===== config.mk =====
export PLATFORM = sky130hd
export DESIGN_NAME = mrtu_front
export DESIGN_NICKNAME = d
export VERILOG_FILES = /design/src/hw/rtl/mrtu_pkg.sv /design/src/hw/rtl/mrtu_front.sv
export SDC_FILE = /design/constraint.sdc
export NUM_CORES = 1
export LEC_CHECK = 0
export BUFFER_PORTS_ARGS = -buffer_cell sky130_fd_sc_hd__buf_2
export CELL_PAD_IN_SITES_DETAIL_PLACEMENT = 1
export CELL_PAD_IN_SITES_GLOBAL_PLACEMENT = 1
export CORE_ASPECT_RATIO = 0.7
export CORE_MARGIN = 4
export CORE_UTILIZATION = 52
export CTS_BUF_LIST = sky130_fd_sc_hd__clkbuf_4 sky130_fd_sc_hd__clkbuf_8
export CTS_CLUSTER_SIZE = 24
export DETAILED_ROUTE_END_ITERATION = 8
export PLACE_DENSITY_LB_ADDON = 0.25
export SLEW_MARGIN = 5
export SYNTH_ARGS = -nofsm -noshare
export SYNTH_HDL_FRONTEND = slang
export SYNTH_SLANG_ARGS = --single-unit

===== constraint.sdc =====
create_clock -name clk -period 3.35 [get_ports clk]
set_input_delay 0.1675 -clock clk [delete_from_list [all_inputs] [get_ports clk]]
set_output_delay 0.1675 -clock clk [all_outputs]
set_load 0.02 [all_outputs]

===== src/hw/rtl/mrtu_pkg.sv =====
// ----------------------------------------------------------------------------
// mrtu_pkg: shared types and constants for the Modbus RTU master
// Request and result structs, queue entry type, command classes, function
// codes, status codes and the byte-wide CRC-16 update.
// ----------------------------------------------------------------------------
package mrtu_pkg;

  // Input request fields.
  typedef struct packed {
    logic [2:0]  cmd;
    logic [7:0]  slave_id;
    logic [7:0]  function_code;
    logic [15:0] reg_address;
    logic [6:0]  word_count;
    logic [15:0] word_value;
    logic [6:0]  word_index;
    logic [7:0]  rx_data;
  } in_item_t;

  // Result fields.
  typedef struct packed {
    logic [1:0]  kind;
    logic [7:0]  tx_data;
    logic        tx_last;
    logic [2:0]  status;
    logic [15:0] word_out;
  } out_item_t;

  // Command codes on the input.
  localparam logic [2:0] CMD_START = 3'd0;
  localparam logic [2:0] CMD_LOAD  = 3'd1;
  localparam logic [2:0] CMD_TXRDY = 3'd2;
  localparam logic [2:0] CMD_RXB   = 3'd3;
  localparam logic [2:0] CMD_TICK  = 3'd4;
  localparam logic [2:0] CMD_READ  = 3'd5;

  // Classes assigned by the front end.
  localparam logic [2:0] CL_NOP   = 3'd0;
  localparam logic [2:0] CL_START = 3'd1;
  localparam logic [2:0] CL_LOAD  = 3'd2;
  localparam logic [2:0] CL_TXRDY = 3'd3;
  localparam logic [2:0] CL_RXB   = 3'd4;
  localparam logic [2:0] CL_TICK  = 3'd5;
  localparam logic [2:0] CL_READ  = 3'd6;

  // Queue entry between front and back.
  typedef struct packed {
    logic [2:0] cls;
    in_item_t   item;
  } q_entry_t;

  localparam int QUEUE_DEPTH = 4;
  localparam int QPTR_W      = 2;

  // Result kinds.
  localparam logic [1:0] KIND_NONE = 2'd0;
  localparam logic [1:0] KIND_TX   = 2'd1;
  localparam logic [1:0] KIND_DONE = 2'd2;
  localparam logic [1:0] KIND_WORD = 2'd3;

  // Status codes.
  localparam logic [2:0] ST_OK      = 3'd0;
  localparam logic [2:0] ST_UNKNOWN = 3'd1;
  localparam logic [2:0] ST_BAD     = 3'd2;
  localparam logic [2:0] ST_TIMEOUT = 3'd3;
  localparam logic [2:0] ST_SLAVE   = 3'd4;
  localparam logic [2:0] ST_COUNT   = 3'd5;

  // Supported function codes.
  localparam logic [7:0] FN_RD_HOLD  = 8'h03;
  localparam logic [7:0] FN_RD_INPUT = 8'h04;
  localparam logic [7:0] FN_WR_COIL  = 8'h05;
  localparam logic [7:0] FN_WR_REG   = 8'h06;
  localparam logic [7:0] FN_EXC_STAT = 8'h07;
  localparam logic [7:0] FN_DIAG     = 8'h08;
  localparam logic [7:0] FN_WR_MULTI = 8'h10;

  // Configuration register indexes.
  localparam logic [1:0] CFG_TIMEOUT  = 2'd0;
  localparam logic [1:0] CFG_ATTEMPTS = 2'd1;

  // One byte of reflected CRC-16 (polynomial 0xA001).
  function automatic logic [15:0] crc_byte(input logic [15:0] crc, input logic [7:0] b);
    logic [15:0] c;
    c = crc ^ {8'h00, b};
    for (int k = 0; k < 8; k++) begin
      if (c[0]) c = (c >> 1) ^ 16'hA001;
      else c = c >> 1;
    end
    return c;
  endfunction

endpackage


===== src/hw/rtl/mrtu_front.sv =====
// ----------------------------------------------------------------------------
// mrtu_front: request intake and classification
// Accepts requests, tags each with its command class and holds them in a
// short queue until the engine takes them.
// ----------------------------------------------------------------------------
module mrtu_front import mrtu_pkg::*; (
  input  logic     clk,
  input  logic     rst,
  input  logic     in_valid,
  output logic     in_stall,
  input  in_item_t in_item,
  output logic     q_valid,
  input  logic     q_pop,
  output q_entry_t q_head
);

  q_entry_t          entries [QUEUE_DEPTH];
  logic [QPTR_W-1:0] wr_ptr;
  logic [QPTR_W-1:0] rd_ptr;
  logic [QPTR_W:0]   count;
  logic              push;
  logic [2:0]        cls;

  // Classify the incoming command.
  always_comb begin
    unique case (in_item.cmd)
      CMD_START: cls = CL_START;
      CMD_LOAD:  cls = CL_LOAD;
      CMD_TXRDY: cls = CL_TXRDY;
      CMD_RXB:   cls = CL_RXB;
      CMD_TICK:  cls = CL_TICK;
      CMD_READ:  cls = CL_READ;
      default:   cls = CL_NOP;
    endcase
  end

  assign in_stall = (count == (QPTR_W+1)'(QUEUE_DEPTH));
  assign push     = in_valid && !in_stall;
  assign q_valid  = (count != '0);
  assign q_head   = entries[rd_ptr];

  // Queue pointers and fill count.
  always_ff @(posedge clk) begin
    if (rst) begin
      wr_ptr <= '0;
      rd_ptr <= '0;
      count  <= '0;
    end else begin
      if (push) wr_ptr <= wr_ptr + 1'b1;
      if (q_pop) rd_ptr <= rd_ptr + 1'b1;
      case ({push, q_pop})
        2'b10:   count <= count + 1'b1;
        2'b01:   count <= count - 1'b1;
        default: count <= count;
      endcase
    end
  end

  // Queue storage.
  always_ff @(posedge clk) begin
    if (push) entries[wr_ptr] <= '{cls: cls, item: in_item};
  end

endmodule


## After elaboration in Yosys (flattened, before gate mapping)

Memories as Yosys holds them, arrays and structs flattened. A register that Yosys moved wholly into a read port is not among the register bits.
Cells that the tools add are included.

| word-level totals | value |
|---|---|
| bits in registers | 7 |
| memory bits (writable) | 304 |
| bits of input ports | 77 |
| output and inout bits | 78 |
| word-level logic and storage cells | 27 |
| memories kept | 1 |

Memory list:

| name | words | width | read ports | clocked after Yosys merged registers in | write ports | line | text |
|---|---|---|---|---|---|---|---|
| entries | 4 | 76 | 1 | 1 | 1 | mrtu_front.sv:17 | `q_entry_t entries [QUEUE_DEPTH];` |

| cells by class | value |
|---|---|
| add/subtract/negate cells | 4 |
| eq/ne operators | 8 |
| multiplexer cells | 6 |
| reductions and logical operators | 5 |

Operator list:

| operator | number |
|---|---|
| $pmux 3 s6 | 1 |
| $eq 3x3->1 const B | 3 |
| $eq 3x2->1 const B | 2 |
| $pmux 3 s2 | 1 |
| $add 2x1->2 const B | 2 |
| $mux 2 | 2 |
| $add 3x1->3 const B | 1 |
| $eq 3x1->1 const B | 1 |
| $logic_not 3->1 | 1 |
| $reduce_bool 3->1 | 1 |
| $sub 3x1->3 const B | 1 |
| $eq 2x1->1 const B | 1 |
| $eq 2x2->1 const B | 1 |
| $mux 1 | 2 |
| $reduce_bool 2->1 | 1 |
| $logic_and 1x1->1 | 1 |
| $logic_not 1->1 | 1 |

## Depth between registers and ports, before layout

| logic depth | value |
|---|---|
| depth after elaboration | 5 |
| mapped depth | 8 |
| mapped depth without buffers | 8 |

## Least setup slack after synthesis

No wires, ideal clock.

| timing | value |
|---|---|
| path type | register -> register |
| start | reg count[0] |
| end | mem entries[2][0] (netlist name), enable pin |
| setup time | 443 ps |
| data arrival time | 2,620 ps |
| required time | 2,907 ps |
| setup slack | 287 ps |
| cell stages (with the launch flop) | 4 |
| path buffers | 0 |
| clock period less this slack | 3,063 ps |
| cells stage by stage | dfxtp_1 nor3b_1 nor2_1 and2_1 |

| between the ends | value |
|---|---|
| cells in the longest elaborated chain, start to end | 5 |

Ends and longest elaborated chain:

| item | line | text |
|---|---|---|
| start, declared | mrtu_front.sv:20 | `logic [QPTR_W:0] count;` |
| start signal, assigned | mrtu_front.sv:52 | `2'b10: count <= count + 1'b1;` |
| start signal, assigned | mrtu_front.sv:53 | `2'b01: count <= count - 1'b1;` |
| start signal, assigned | mrtu_front.sv:54 | `default: count <= count;` |
| $eq 3x3->1 | mrtu_front.sv:37 | `assign in_stall = (count == (QPTR_W+1)'(QUEUE_DEPTH));` |
| named net in_stall | mrtu_front.sv:10 | `output logic in_stall,` |
| $logic_not 1->1 | mrtu_front.sv:38 | `assign push = in_valid && !in_stall;` |
| $logic_and 1x1->1 | mrtu_front.sv:38 |  |
| $mux 1 | mrtu_front.sv:61 | `if (push) entries[wr_ptr] <= '{cls: cls, item: in_item};` |
| $mux 1 (implied by the code) | mrtu_front.sv:61 |  |
| end, declared | mrtu_front.sv:17 |  |

The timed path passes the listed nets, and every way through them passes these cells.

==> results.toml <==
[sta]
tightest_slew_ns = 0.640
finalCriticalPeriod_ns = 2.52
slew_headroom_pct = 57.3
final-hold-violation-count = 0
holdWs_ns = 0.133
setup_violations = 0
finClkSkew_ns = 0.0144
maxSlewViolCount = 0
rsz0062_at_grt = "false"
fin_crit_sh_pct = 75.2
clock.fmax_mhz = 397
finalSetupTns_ns = 0

[floorplan]
start_util_pct = 53.0
top_level_ports = 155
num_rows = 45
die-area_um2 = 24600
die_x_um = 186
die_h_um = 132
core-area_um2 = 21700

[placement]
dp_hpwl_mm = 13.3
io_buffers = 154
gp_congestion = 0.734

[setup_path]
timing.rr.start = "count[1]"
critPathSlowestCell = "dfxtp_4"
path_cells = "buf_12, mux4_2, buf_2"
critPathKind = "flop to output port"
crit_family = "flip-flops"
crit_fanout = 30
worstSetupEndpointType = "output port"
cp.arrival_ns = 2.35
critical_path.max_stage_delay_ns = 0.69
worstPathRequired_ns = 3.18
crit_buf_inv = 2
worstSetupStartpointType = "flop"

[cts]
numCtsBuffers = 47
cts_max_path_buffers = 3
cts_setup_buffers = 0
cts_tree = "built"
cts_hold_buf = 76
cts_resized = 0
cts_sinks = 313
cts_max_level = 2
clock-root-buffer = "clkbuf_8"
clk_latency_ns = 0.53
clk_pin_slew_ns = 0.06

[cells_and_area]
area_growth_pct = 23.9
drive_gt1_share_pct = 41.7
final_nets = 801

[detailed_routing]
drtIter0Drc = 304
ant_nets = 0
via_per_inst = 5.37
drcViolationCount = 0
wl_per_cell_um = 22.4
vias = 5532
dr.pass1.iters = 4
wl_mm = 23.0

[global_routing]
grt_pass1_wl_mm = 35.8
overflow = 0
grt_use_total_pct = 19.2
grt_max_degree = 77
grt_pass1_vias = 6239
antenna_found_initial = 2

[synth]
synthTopCellsByArea = "edfxtp_1 79%, mux4_2 15%, dfxtp_1 1.6%"
netlist.area_leader.share_pct = 79.4
yosysWarnings = 0
syn_nets = 533
synth_area_per_cell_um2 = 25.5
syn_area_um2 = 11500
ys_ff_latch = 313
synth_top_cell_by_area = "edfxtp_1"
ys_seq_area_share_pct = 81.0
async_reset_ff_share_pct = 0
synthCells = 450
yosysMostFrequentCell = "edfxtp_1"
netlist_top_cells_count = "304 x edfxtp_1, 76 x mux4_2, 9 x dfxtp_1, 6 x nor2_1"
synth.distinct_cells = 23
synthFlopType = "edfxtp_1"
synth-edff-count = 304

[worst_hold_path]
min_path_type = "input port to flop"
worstHoldStart = "in_valid"

[job]
maxCapViolations = 0

[status]
status = "complete, no violations"

[pwr]
p_leak_nw = 4.88
power.density_nw_per_um2 = 614
vdd_drop_max_v = 0.000388
sequential cells by signal (all words and copies together) (netlist names), named ones only:
| register | cells |
|---|---|
| rd_ptr | 2 |
| wr_ptr | 2 |
| count | 3 |
| entries | 304 |
worst reg2reg max path, stage by stage, from the launching register on:
cell and delay (ns):
dfxtp_1 0.43, nor3b_1 0.13, nor2_1 0.35, inv_1 0.10, ha_1 0.25, fa_1 0.40, xnor2_1 0.15, or3_1 0.33
a21oi_1 0.16
metal layers:
layer	track usage, %	wire length (µm)
met1	26.1	9720
met2	31.2	11500
met3	4.80	1340
met4	5.74	468
met5	0	0
per-stage QoR:
step	total power [mW]	util [%]	worst slack (ns)	area [µm²]	cells
after floorplan	5.46	-	0.287	11500	450
after global placement	5.82	58.1	1.22	12600	875
after detailed placement	5.87	58.1	0.999	12600	875
after CTS	8.86	65.6	0.737	14200	1028
after global routing	9.16	65.7	0.656	14200	1030
final	8.74	65.7	0.829	14200	1030
cell type report:
type | count | area, µm²
inverters | 5 | 18.8
repair buffers | 237 | 1670
multi-input cells | 114 | 2000
fillers | 1787 | 7440
clock buffers | 65 | 795
flip-flops and latches | 313 | 9320
clock inverters | 12 | 73.8
well taps | 282 | 353
diodes | 2 | 5.00
worst paths after layout:
check	endpoint	slack, ns	cells after the start
min reg2reg	rd_ptr[1]	0.53	2
min	wr_ptr[1]	0.13	4
max	q_head[59]	0.83	3
max reg2reg	count[2]	0.97	8
power by group:
group          internal, mW  switching [mW]  leakage, nW  total [mW]
logic                 0.504           0.688         1.55        1.19
registers              4.57          0.0834         2.86        4.66
clock network          1.59            1.30        0.462        2.89
kinds of logic (layout without fill, tap and decap cells):
group	Yosys count	after routing	synth area share, %
buffers and inverters	23	319	1.68
DFF	313	313	81.0
muxes	79	79	15.2
AOI/OAI and AO/OA	6	6	0.261
other	0	2	0
adders and majority gates	6	6	0.718
and+or+nand+nor	19	19	0.893
xor gates and xnor gates	4	4	0.305
cells in the final DEF (no fill, tap or decap):
| cell type | Yosys | layout |
|---|---|---|
| nor3b_1 | 1 | 1 |
| xor2_1 | 2 | 2 |
| nand2b_1 | 4 | 4 |
| mux2i_1 | 3 | 3 |
| mux4_2 | 76 | 76 |
| xnor2_1 | 2 | 2 |
| ha_1 | 5 | 5 |
| buf_2 | 5 | 154 |
| or3_1 | 3 | 3 |
| dlygate4sd3_1 | 0 | 76 |
| clkinv_1 | 0 | 9 |
| dfxtp_1 | 9 | 7 |
| inv_1 | 5 | 5 |
| clkbuf_8 | 0 | 49 |
| o21ai_0 | 3 | 3 |
| nor2_1 | 6 | 6 |
| edfxtp_1 | 304 | 304 |
| diode_2 | 0 | 2 |
| and2_4 | 0 | 4 |
| buf_12 | 5 | 7 |
| fa_1 | 1 | 1 |
| clkinv_2 | 0 | 2 |
| bufinv_16 | 0 | 1 |
| a21oi_1 | 3 | 3 |
| clkbuf_4 | 0 | 16 |
| nand2_1 | 1 | 1 |
| dfxtp_4 | 0 | 2 |
No activity file was read; power rests on OpenSTA's default activity.
